==> config.mk <==
export PLATFORM = sky130hd
export DESIGN_NAME = binary_thinning_subpass
export DESIGN_NICKNAME = d
export VERILOG_FILES = /design/src/hw/rtl/bts_pkg.sv /design/src/hw/rtl/bts_ram.sv /design/src/hw/rtl/bts_core.sv /design/src/hw/rtl/bts_obuf.sv /design/src/hw/rtl/binary_thinning_subpass.sv
export SDC_FILE = /design/constraint.sdc
export NUM_CORES = 2
export LEC_CHECK = 0
export ABC_CLOCK_PERIOD_IN_PS = 4850
export BUFFER_PORTS_ARGS = -buffer_cell sky130_fd_sc_hd__buf_4
export CORE_UTILIZATION = 45
export CTS_BUF_LIST = sky130_fd_sc_hd__clkbuf_4
export DETAILED_ROUTE_END_ITERATION = 6
export HOLD_SLACK_MARGIN = 0.02
export SETUP_SLACK_MARGIN = 0.5
export SLEW_MARGIN = 20
export SYNTH_ARGS = -nofsm -noshare
export SYNTH_HDL_FRONTEND = slang
export SYNTH_HIERARCHICAL = 1
export SYNTH_SLANG_ARGS = --single-unit
==> constraint.sdc <==
create_clock -name clk -period 4.85 [get_ports clk]
set_input_delay 0.2425 -clock clk [delete_from_list [all_inputs] [get_ports clk]]
set_output_delay 0.2425 -clock clk [all_outputs]
set_load 0.05 [all_outputs]
==> src/hw/rtl/bts_pkg.sv <==
// Package for the binary thinning subpass block.
// Field widths, register indexes, default limits and the result word type.
// No dependencies.
`default_nettype none

package bts_pkg;

	localparam int MAX_WIDTH_DEF  = 1024;
	localparam int MAX_HEIGHT_DEF = 4096;

	localparam int ROW_W      = 12;
	localparam int COL_W      = 10;
	localparam int CNT_W      = 22;
	localparam int CFG_IDX_W  = 2;
	localparam int CFG_DATA_W = 13;
	localparam int IMG_W_W    = 11;
	localparam int IMG_H_W    = 13;

	localparam logic [CNT_W-1:0] CNT_MAX = {CNT_W{1'b1}};

	localparam logic [CFG_IDX_W-1:0] REG_IMAGE_WIDTH  = 2'd0;
	localparam logic [CFG_IDX_W-1:0] REG_IMAGE_HEIGHT = 2'd1;
	localparam logic [CFG_IDX_W-1:0] REG_SUBPASS      = 2'd2;

	// one pixel entering the decision stage
	typedef struct packed {
		logic             valid;
		logic             pix;
		logic             interior;
		logic             last;
		logic [ROW_W-1:0] row;
		logic [COL_W-1:0] col;
	} pix_ctl_t;

	// one result word
	typedef struct packed {
		logic [ROW_W-1:0] center_row;
		logic [COL_W-1:0] center_col;
		logic             new_pixel;
		logic             was_deleted;
		logic [CNT_W-1:0] deleted_total;
		logic             frame_last;
	} result_t;

endpackage

`default_nettype wire

==> src/hw/rtl/bts_ram.sv <==
// Generic simple dual-port RAM: one write port, one read port, registered read.
// No dependencies.
`default_nettype none

module bts_ram #(
	parameter int WIDTH = 2,
	parameter int DEPTH = 1024
) (
	input  wire logic                     clk,
	input  wire logic                     we,
	input  wire logic [$clog2(DEPTH)-1:0] waddr,
	input  wire logic [WIDTH-1:0]         wdata,
	input  wire logic                     re,
	input  wire logic [$clog2(DEPTH)-1:0] raddr,
	output logic      [WIDTH-1:0]         rdata
);

	logic [WIDTH-1:0] mem_q [DEPTH];

	always_ff @(posedge clk) begin
		if (we) begin
			mem_q[waddr] <= wdata;
		end
		if (re) begin
			rdata <= mem_q[raddr];
		end
	end

endmodule

`default_nettype wire

==> src/hw/rtl/bts_core.sv <==
// Decision stage: 3x3 window shift, Zhang-Suen test and saturating deletion count.
// Depends on bts_pkg.
`default_nettype none

module bts_core (
	input  wire logic              clk,
	input  wire logic              arst_n,
	input  wire bts_pkg::pix_ctl_t ctl,
	input  wire logic [1:0]        line_bits,
	input  wire logic              subpass,
	input  wire logic              count_clr,
	output logic      [1:0]        line_wdata,
	output logic                   push,
	output bts_pkg::result_t       result
);

	logic [8:0]                window_q;
	logic [8:0]                win;
	logic [bts_pkg::CNT_W-1:0] count_q;
	logic [bts_pkg::CNT_W-1:0] count_nx;
	logic p2, p3, p4, p5, p6, p7, p8, p9, ctr;
	logic [7:0] ring;
	logic [7:0] rise;
	logic [3:0] a_cnt;
	logic [3:0] b_sum;
	logic m1, m2, mark, del;

	// column bits: up, mid, new pixel; oldest column in the low bits
	assign win = {ctl.pix, line_bits[1], line_bits[0], window_q[8:3]};
	assign line_wdata = {ctl.pix, line_bits[1]};

	assign p2  = win[3];
	assign p3  = win[6];
	assign p4  = win[7];
	assign p5  = win[8];
	assign p6  = win[5];
	assign p7  = win[2];
	assign p8  = win[1];
	assign p9  = win[0];
	assign ctr = win[4];

	assign ring  = {p9, p8, p7, p6, p5, p4, p3, p2};
	assign rise  = ~ring & {ring[0], ring[7:1]};
	assign a_cnt = 4'($countones(rise));
	assign b_sum = 4'($countones(ring));

	assign m1   = subpass ? (p2 & p4 & p8) : (p2 & p4 & p6);
	assign m2   = subpass ? (p2 & p6 & p8) : (p4 & p6 & p8);
	assign mark = (a_cnt == 4'd1) && (b_sum >= 4'd2) && (b_sum <= 4'd6) && !m1 && !m2;
	assign del  = mark & ctr;

	assign count_nx = (del && count_q != bts_pkg::CNT_MAX) ? count_q + 1'b1 : count_q;

	assign push = ctl.valid && ctl.interior;

	always_comb begin
		result.center_row    = ctl.row;
		result.center_col    = ctl.col;
		result.new_pixel     = ctr & ~mark;
		result.was_deleted   = del;
		result.deleted_total = count_nx;
		result.frame_last    = ctl.last;
	end

	always_ff @(posedge clk or negedge arst_n) begin
		if (!arst_n) begin
			window_q <= '0;
			count_q  <= '0;
		end else begin
			if (ctl.valid) begin
				window_q <= win;
			end
			if (count_clr) begin
				count_q <= '0;
			end else if (push && ctl.last) begin
				count_q <= '0;
			end else if (push) begin
				count_q <= count_nx;
			end
		end
	end

	a_count_wraps: assert property (@(posedge clk) disable iff (!arst_n)
		(push && ctl.last) |=> (count_q == '0))
		else $error("deletion count not cleared after frame end");

	a_count_steps: assert property (@(posedge clk) disable iff (!arst_n)
		(push && !ctl.last && !count_clr) |=> (count_q == $past(count_nx)))
		else $error("deletion count update lost");

endmodule

`default_nettype wire

==> src/hw/rtl/bts_obuf.sv <==
// Two-word output queue between the decision stage and the result channel.
// Depends on bts_pkg.
`default_nettype none

module bts_obuf (
	input  wire logic             clk,
	input  wire logic             arst_n,
	input  wire logic             push,
	input  wire bts_pkg::result_t push_data,
	input  wire logic             pop,
	output logic      [1:0]       fill,
	output logic                  head_valid,
	output bts_pkg::result_t      head_data
);

	bts_pkg::result_t entry_q [2];
	logic             wr_ptr_q;
	logic             rd_ptr_q;
	logic [1:0]       fill_q;

	assign fill       = fill_q;
	assign head_valid = fill_q != 2'd0;
	assign head_data  = entry_q[rd_ptr_q];

	always_ff @(posedge clk) begin
		if (push) begin
			entry_q[wr_ptr_q] <= push_data;
		end
	end

	always_ff @(posedge clk or negedge arst_n) begin
		if (!arst_n) begin
			wr_ptr_q <= 1'b0;
			rd_ptr_q <= 1'b0;
			fill_q   <= 2'd0;
		end else begin
			if (push) begin
				wr_ptr_q <= ~wr_ptr_q;
			end
			if (pop) begin
				rd_ptr_q <= ~rd_ptr_q;
			end
			fill_q <= fill_q + {1'b0, push} - {1'b0, pop};
		end
	end

	a_no_overflow: assert property (@(posedge clk) disable iff (!arst_n)
		!(push && fill_q == 2'd2))
		else $error("output queue overflow");

	a_no_underflow: assert property (@(posedge clk) disable iff (!arst_n)
		!(pop && fill_q == 2'd0))
		else $error("output queue underflow");

endmodule

`default_nettype wire

==> src/hw/rtl/binary_thinning_subpass.sv <==
// Top level of the binary thinning subpass: raster counters, line store, decision
// stage and output queue. Depends on bts_pkg, bts_ram, bts_core, bts_obuf.
// Throughput: one pixel per clock while in_stall is low, set by the line store's one read and one write port.
// Path: the pixel diagonally below-right of a center is registered with its line store read,
//   the decision stage forms the result word combinationally, and the word is registered
//   into the output queue, whose head drives the output.
// Reset clears counters, window, count and queue; line store contents are not cleared.
`default_nettype none

module binary_thinning_subpass #(
	parameter int MAX_WIDTH  = bts_pkg::MAX_WIDTH_DEF,
	parameter int MAX_HEIGHT = bts_pkg::MAX_HEIGHT_DEF
) (
	input  wire logic                             clk,
	input  wire logic                             arst_n,
	input  wire logic                             cfg_we,
	input  wire logic [bts_pkg::CFG_IDX_W-1:0]    cfg_index,
	input  wire logic [bts_pkg::CFG_DATA_W-1:0]   cfg_data,
	input  wire logic                             in_valid,
	output logic                                  in_stall,
	input  wire logic                             pixel_bit,
	output logic                                  out_valid,
	input  wire logic                             out_stall,
	output logic      [bts_pkg::ROW_W-1:0]        center_row,
	output logic      [bts_pkg::COL_W-1:0]        center_col,
	output logic                                  new_pixel,
	output logic                                  was_deleted,
	output logic      [bts_pkg::CNT_W-1:0]        deleted_total,
	output logic                                  frame_last
);

	localparam int CW = $clog2(MAX_WIDTH);
	localparam int RW = $clog2(MAX_HEIGHT);

	logic [bts_pkg::IMG_W_W-1:0] image_width_q;
	logic [bts_pkg::IMG_H_W-1:0] image_height_q;
	logic                        subpass_q;
	logic                        dim_wr;

	logic [CW-1:0] w_last;
	logic [RW-1:0] h_last;
	logic [CW-1:0] col_q;
	logic [RW-1:0] row_q;
	logic          accept;
	logic          col_end;
	logic          row_end;

	bts_pkg::pix_ctl_t ctl_s1;
	logic [CW-1:0]     addr_s1;

	logic [1:0]        line_rdata;
	logic [1:0]        line_wdata;
	logic              push;
	bts_pkg::result_t  push_data;
	logic [1:0]        fill;
	logic              pop;
	logic [2:0]        occ_next;
	bts_pkg::result_t  head;

	assign dim_wr = cfg_we && (cfg_index == bts_pkg::REG_IMAGE_WIDTH ||
		cfg_index == bts_pkg::REG_IMAGE_HEIGHT);

	always_ff @(posedge clk or negedge arst_n) begin
		if (!arst_n) begin
			image_width_q  <= bts_pkg::IMG_W_W'(1024);
			image_height_q <= bts_pkg::IMG_H_W'(1024);
			subpass_q      <= 1'b0;
		end else if (cfg_we) begin
			case (cfg_index)
				bts_pkg::REG_IMAGE_WIDTH: begin
					image_width_q <= cfg_data[bts_pkg::IMG_W_W-1:0];
				end
				bts_pkg::REG_IMAGE_HEIGHT: begin
					image_height_q <= cfg_data;
				end
				bts_pkg::REG_SUBPASS: begin
					subpass_q <= cfg_data[0];
				end
				default: begin
				end
			endcase
		end
	end

	// clamp dimensions to 3..MAX
	always_comb begin
		if (image_width_q < bts_pkg::IMG_W_W'(3)) begin
			w_last = CW'(2);
		end else if (32'(image_width_q) > 32'(MAX_WIDTH)) begin
			w_last = CW'(MAX_WIDTH - 1);
		end else begin
			w_last = CW'(image_width_q - 1'b1);
		end
		if (image_height_q < bts_pkg::IMG_H_W'(3)) begin
			h_last = RW'(2);
		end else if (32'(image_height_q) > 32'(MAX_HEIGHT)) begin
			h_last = RW'(MAX_HEIGHT - 1);
		end else begin
			h_last = RW'(image_height_q - 1'b1);
		end
	end

	assign pop      = out_valid && !out_stall;
	assign occ_next = {1'b0, fill} + {2'b0, ctl_s1.valid} - {2'b0, pop};
	assign in_stall = occ_next >= 3'd2;
	assign accept   = in_valid && !in_stall;
	assign col_end  = col_q == w_last;
	assign row_end  = row_q == h_last;

	always_ff @(posedge clk or negedge arst_n) begin
		if (!arst_n) begin
			col_q   <= '0;
			row_q   <= '0;
			ctl_s1  <= '0;
			addr_s1 <= '0;
		end else begin
			ctl_s1.valid <= accept;
			if (accept) begin
				ctl_s1.pix      <= pixel_bit;
				ctl_s1.interior <= (row_q >= RW'(2)) && (col_q >= CW'(2));
				ctl_s1.last     <= col_end && row_end;
				ctl_s1.row      <= bts_pkg::ROW_W'(row_q - 1'b1);
				ctl_s1.col      <= bts_pkg::COL_W'(col_q - 1'b1);
				addr_s1         <= col_q;
			end
			if (dim_wr) begin
				col_q <= '0;
				row_q <= '0;
			end else if (accept) begin
				if (col_end) begin
					col_q <= '0;
					row_q <= row_end ? '0 : row_q + 1'b1;
				end else begin
					col_q <= col_q + 1'b1;
				end
			end
		end
	end

	bts_ram #(
		.WIDTH(2),
		.DEPTH(MAX_WIDTH)
	) u_line (
		.clk  (clk),
		.we   (ctl_s1.valid),
		.waddr(addr_s1),
		.wdata(line_wdata),
		.re   (accept),
		.raddr(col_q),
		.rdata(line_rdata)
	);

	bts_core u_core (
		.clk       (clk),
		.arst_n    (arst_n),
		.ctl       (ctl_s1),
		.line_bits (line_rdata),
		.subpass   (subpass_q),
		.count_clr (dim_wr),
		.line_wdata(line_wdata),
		.push      (push),
		.result    (push_data)
	);

	bts_obuf u_obuf (
		.clk       (clk),
		.arst_n    (arst_n),
		.push      (push),
		.push_data (push_data),
		.pop       (pop),
		.fill      (fill),
		.head_valid(out_valid),
		.head_data (head)
	);

	assign center_row    = head.center_row;
	assign center_col    = head.center_col;
	assign new_pixel     = head.new_pixel;
	assign was_deleted   = head.was_deleted;
	assign deleted_total = head.deleted_total;
	assign frame_last    = head.frame_last;

	a_line_no_collide: assert property (@(posedge clk) disable iff (!arst_n)
		!(accept && ctl_s1.valid && addr_s1 == col_q))
		else $error("line store read and write hit the same column");

	a_col_in_range: assert property (@(posedge clk) disable iff (!arst_n)
		accept |-> (col_q <= w_last))
		else $error("column beyond row end");

endmodule

`default_nettype wire

Word level (Yosys, flattened, before mapping)
Memories as Yosys holds them, arrays and structs flattened. A register that Yosys moved wholly into a read port is not among the register bits.
Index checks and enable logic that the tools add are counted.
Widths: inputs -> output; s select.
{"block": "totals", "regBits": 118, "ramBits": 2142, "inputBits": 21, "output_inout_bits": 49, "word_cells": 120, "n_memories": 2}
{"block": "classes", "n_addsub": 25, "order_cmp": 9, "eq_ne": 6, "mux": 21, "n_bitwise": 14, "n_reduce_logical": 26}
{"memory": "u_line.mem_q", "depth": 1024, "width": 2, "read_ports": 1, "rd_ports_with_merged_regs": 1, "write_ports": 1, "line_no": "bts_ram.sv:18", "source": "logic [WIDTH-1:0] mem_q [DEPTH];"}
{"memory": "u_obuf.entry_q", "depth": 2, "width": 47, "read_ports": 1, "rd_ports_with_merged_regs": 0, "write_ports": 1, "line_no": "bts_obuf.sv:16", "source": "bts_pkg::result_t entry_q [2];"}
{"operator": "$mux 22", "n": 4}
{"operator": "$mux 12", "n": 6}
{"operator": "$mux 10", "n": 5}
{"operator": "$add 4x4->4", "n": 6}
{"operator": "$sub 12x1->12 const B", "n": 2}
{"operator": "$add 22x1->22 const B", "n": 1}
{"operator": "$ne 22x22->1 const B", "n": 1}
{"operator": "$sub 10x1->10 const B", "n": 2}
{"operator": "$add 1x1->2", "n": 8}
{"operator": "$gt 13x13->1 const B", "n": 1}
{"operator": "$lt 13x2->1 const B", "n": 1}
{"operator": "$add 12x1->12 const B", "n": 1}
{"operator": "$eq 12x12->1", "n": 1}
{"operator": "$ge 12x2->1 const B", "n": 1}
{"operator": "$logic_and 1x1->1", "n": 12}
{"operator": "$gt 11x11->1 const B", "n": 1}
{"operator": "$lt 11x2->1 const B", "n": 1}
{"operator": "$add 10x1->10 const B", "n": 1}
{"operator": "$eq 10x10->1", "n": 1}
{"operator": "$ge 10x2->1 const B", "n": 1}
{"operator": "$and 1x1->1", "n": 9}
{"operator": "$and 8x8->8", "n": 1}
{"operator": "$not 8->8", "n": 1}
{"operator": "$reduce_and 2->1", "n": 4}
{"operator": "17 further kinds", "n": 29}

Depth between registers and ports, before layout
{"block": "depth", "word_depth": 16, "ltp_mapped": 16, "depth_no_buf": 14}

By module
The synthesis kept the hierarchy.
{"mod": "bts_ram", "instances": 1, "cells_each": 4793, "area_per_inst_um2": 83777.8, "seq_area_each_um2": 61559.0}
{"mod": "binary_thinning_subpass", "instances": 1, "cells_each": 560, "area_per_inst_um2": 5071.1, "seq_area_each_um2": 2079.5}
{"mod": "bts_obuf", "instances": 1, "cells_each": 160, "area_per_inst_um2": 3663.5, "seq_area_each_um2": 2922.8}
{"mod": "bts_core", "instances": 1, "cells_each": 318, "area_per_inst_um2": 2723.9, "seq_area_each_um2": 700.7}

Worst setup path before layout
OpenSTA, ideal clock, no wires.
{"block": "synth_timing", "kind": "register to register", "start": "register u_line.rdata[1] (read register of u_line.mem_q)", "end": "memory u_line.mem_q[0][0], data pin", "setup_time_ps": 958, "t_arrival_ps": 4144, "t_required_ps": 3892, "path_slack_ps": -252, "path_stages_with_launch": 2, "period_less_slack_ps": 5102, "cell_sequence": "edfxtp_1 -> buf_4"}
{"item": "from (decl)", "line_no": "bts_ram.sv:15", "source": "output logic [WIDTH-1:0] rdata"}
{"item": "to (decl)", "line_no": "bts_ram.sv:18"}
No word-level cell before the write port.

Final worst setup path
{"block": "layout_timing", "start": "register u_line.rdata[0] (read register of u_line.mem_q)", "end": "register u_core/count_q[8] in the netlist's numbering"}
{"block": "layout_via", "elab_chain_cells": 16}
{"item": "parallel branches: the longest is 7 deep, another holds $add 4x4->4"}
{"item": "$logic_and 1x1->1 (*) (3 in a row)", "line_no": "bts_core.sv:49", "source": "assign mark = (a_cnt == 4'd1) && (b_sum >= 4'd2) && (b_sum <= 4'd6) && !m1 && !m2;"}
{"item": "$and 1x1->1 (*)", "line_no": "bts_core.sv:50", "source": "assign del = mark & ctr;"}
{"item": "$logic_and 1x1->1 (*)", "line_no": "bts_core.sv:52", "source": "assign count_nx = (del && count_q != bts_pkg::CNT_MAX) ? count_q + 1'b1 : count_q;"}
{"item": "$mux 22 (*)", "line_no": "bts_core.sv:52"}
{"item": "$mux 22 (*)", "line_no": "bts_core.sv:77", "source": "end else if (push) begin"}
{"item": "$mux 22 (*)", "line_no": "bts_core.sv:75", "source": "end else if (push && ctl.last) begin"}
{"item": "$mux 22 (*)", "line_no": "bts_core.sv:73", "source": "if (count_clr) begin"}
{"item": "to (signal assigned)", "line_no": "bts_core.sv:78", "source": "count_q <= count_nx;"}
{"item": "to (decl)", "line_no": "bts_core.sv:19", "source": "logic [bts_pkg::CNT_W-1:0] count_q;"}
Every way passes the cells marked *. The select of a mux whose other input is x is not followed.
A chain may end at the register's enable or synchronous reset.

==> flow_summary.toml <==
[logic_synthesis]
synth-warning-count = 6
avgSynthCellArea_um2 = 16.3
synth_nets = 5883
syn_area_mm2 = 0.0952
yosysSeqAreaShare = 0.706
synth.distinct_cells = 91
synth_edf_count = 2144
synth-seq-cells = 2259
synthFlopType = "edfxtp_1"
syn-instance-count = 5831
ys_async_sr_fraction = 0.0509

[sta]
worst_slew_pin_slew_ns = 1.36
holdWs_ns = 0.305
final_max_slew_viol_count = 0
max_freq_mhz = 217
fin_skew_ns = 0.0717
period_share = 0.950
rsz0062_at_grt = "yes"
finalHoldViolations = 0
setup_viol = 0
slew_headroom = 0.0941
fin_crit_ns = 4.61

[setup_path]
cp_num_cells = 15
crit_arrival_ns = 5.82
cp-endpoint = "u_core/count_q[8]$_DFFE_PN0P_"
crit_path_top_delay_cell = "or4_4"
critPathMaxStageDelay_ns = 0.59
r2r-end = "u_core/count_q[8]$_DFFE_PN0P_"
startpoint = "u_line/rdata[0]$_DFFE_PP_"
critPathMaxFanout = 5
critPathRequiredTime_ns = 6.06
crit_chain = "nor2b_4 > fa_1 > inv_2 > fa_1 > inv_1 > fa_1 > ha_2 > inv_2 > fa_2 > a211o_1 > a22o_1 > or4_4 > buf_8 > or4_1 > nand3_1"
startpoint_type = "register"
cp_top_family = "adder cells"
critPathKind = "reg2reg"
rr_worst_depth = 15
endpoint_kind = "register"
rrSetupSlack_ns = 0.24
critPathBufInv = 4
timing.rr.start = "u_line/rdata[0]$_DFFE_PP_"
cpMostUsedCell = "fa_1"

[detailed_routing]
dr.pass1.iters = 7
wire_per_inst_um = 27.9
wl_um = 267000
drc = 1
drt-initial-drc-count = 6349
viasPerCell = 5.94
final_antenna_net_count = 0
via_count = 56900

[hold_path]
holdPathStages = 4
hold_class = "in2reg"

[die]
coreArea_mm2 = 0.210
ioPinCount = 70
die_h_um = 462
rows = 168
dieArea_mm2 = 0.213
die-width_um = 462
start_util = 0.454

[power]
pwr_density_cell_mw_per_mm2 = 483
p_leak_nw = 34.2
peakVddDrop_mv = 0.544

[clock_tree]
clockBufferDepth = 4
cts_htree_levels = 6
root_buffer = "clkbuf_4"
cts.sinks = 2259
cts_tree = "done"
clk_pin_slew_ns = 0.06
cts_made_buffers = 599
clock_latency_ns = 1.34

[layout]
syn_to_final_growth_pct = 13.4
instances_no_fill = 9573
fin_nets = 6390
drive_above_1_share = 0.287

[placement]
placed_cells = 8459
dp_hpwl_um = 154000
gp_congestion = 0.838
port_buffers = 69

[grt]
grt_max_degree = 257
grt_pass1_vias = 58200
track_usage = 0.251
grt-ovfl-total = 0
antenna_found_initial = 12
grt_first_pass_wirelength_um = 389000

[status]
violations = "design-rule violations"
status = "finished, violations left"

[flow_run]
maxCapViolations = 0
[area by class of cell]
cell class	instances	area, um2
diodes	18	45.0
multi-input cells	3038	26000
well taps	2805	3510
flip-flops and latches	2259	67300
fillers	17400	102000
clock inverters	153	797
inverters	43	165
clock buffers	860	6460
repair buffers	397	3730
[stage by stage]
stage | TNS, ns | cell area (um2) | power [mW] | setup WS [ns] | utilization
5_1_grt | 0 | 108000 | 54.4 | 0.137 | 0.514
3_3_place_gp | -0.0289 | 99400 | 34.6 | -0.0145 | 0.473
2_1_floorplan | 0 | 95200 | 32.0 | 0.115 | -
3_5_place_dp | -0.0120 | 99400 | 34.8 | -0.00601 | 0.473
4_1_cts | 0 | 108000 | 52.3 | 0.217 | 0.513
6_report | 0 | 108000 | 52.2 | 0.244 | 0.514
[layer usage]
layer  GRT usage  share of wire
met1       0.338           0.39
met2       0.401           0.49
met3      0.0530          0.089
met4      0.0970          0.031
met5           0              0
[worst register-to-register path, stage by stage, from the launching register on]
cell and delay (ns):
edfxtp_1 0.41, nor2b_4 0.15, fa_1 0.52, inv_2 0.04, fa_1 0.49, inv_1 0.05
fa_1 0.49, ha_2 0.18, inv_2 0.04, fa_2 0.34, a211o_1 0.24, a22o_1 0.27
or4_4 0.59, buf_8 0.16, or4_1 0.49, nand3_1 0.09
[synthesized netlist by cell type (41+ instances only)]
master,number,area (um2)
nor2_1,1100,4130
mux4_2,449,10100
nand3_1,78,390
clkbuf_1,290,1090
dfrtp_1,113,2830
edfxtp_1,2144,64400
o21ai_0,80,400
mux2i_1,208,2080
nand2_1,196,736
a21oi_1,82,410
nor3_1,72,360
buf_6,41,462
a22oi_1,46,345
o22ai_1,55,344
o221ai_1,83,727
buf_1,57,214
mux2_2,65,732
buf_4,55,413
[sequential cells by signal, indices dropped and copies added (netlist names)]
signal           flops
addr_s1             10
u_core/window_q      6
u_obuf/fill          2
u_core/count_q      22
u_obuf/rd_ptr_q      1
u_line/rdata         2
u_obuf/wr_ptr_q      1
row_q               12
ctl_s1              26
image_width_q       11
col_q               10
subpass_q            1
u_obuf/entry_q      94
u_line/mem_q      2048
image_height_q      13
[cell usage in the layout (no fill, tap or decap), types with 23 or more instances in the layout]
cell,n
edfxtp_1,2144
nor2_1,1090
clkbuf_4,860
mux4_2,449
buf_4,285
mux2i_1,208
nand2_1,181
clkinv_1,112
dfrtp_1,104
o221ai_1,83
a21oi_1,81
o21ai_0,72
mux2_2,64
nor3_1,64
o22ai_1,55
nand3_1,50
dlygate4sd3_1,50
a22oi_1,46
buf_12,40
inv_1,37
xnor2_1,29
nand4_1,26
nand3_4,26
a22o_1,24
nor4_1,23
[kinds of logic after synthesis]
family                     count (synthesis)  synth area share
adders and majority gates                 31           0.00470
AOI/OAI and AO/OA                        530            0.0397
muxes                                    745             0.139
DFF                                     2259             0.706
buffers and inverters                    534            0.0289
xor gates and xnor gates                  62           0.00586
and+or+nand+nor                         1670            0.0753
[timing repair]
item | 4_1_cts | 5_1_grt
hold buffers | 51 | 0
setup endpoints to repair | 68 | 70
gates resized for setup | 87 | 24
pin swaps | 47 | 17
setup buffers | 21 | 7
hold endpoints to repair | 223 | 0
cloned | 2 | 0
[power breakdown]
| part | switching, mW | internal (mW) |
|---|---|---|
| Combinational | 7.05 | 4.81 |
| Sequential | 0.389 | 23.8 |
| Clock | 7.68 | 8.49 |
[worst min-delay path by stage]
stage	end	slack [ns]	startpoint
final	image_height_q[10]$_DFFE_PN1P_	0.30	cfg_index[0]
after global placement	image_height_q[7]$_DFFE_PN0P_	0.23	arst_n
after floorplan	addr_s1[0]$_DFFE_PN0P_	-0.05	arst_n
after CTS	image_height_q[10]$_DFFE_PN1P_	0.12	cfg_data[10]
after global routing	image_height_q[10]$_DFFE_PN1P_	0.20	cfg_data[10]
after detailed placement	image_height_q[7]$_DFFE_PN0P_	0.23	arst_n
(Power assumes the default switching activity.)
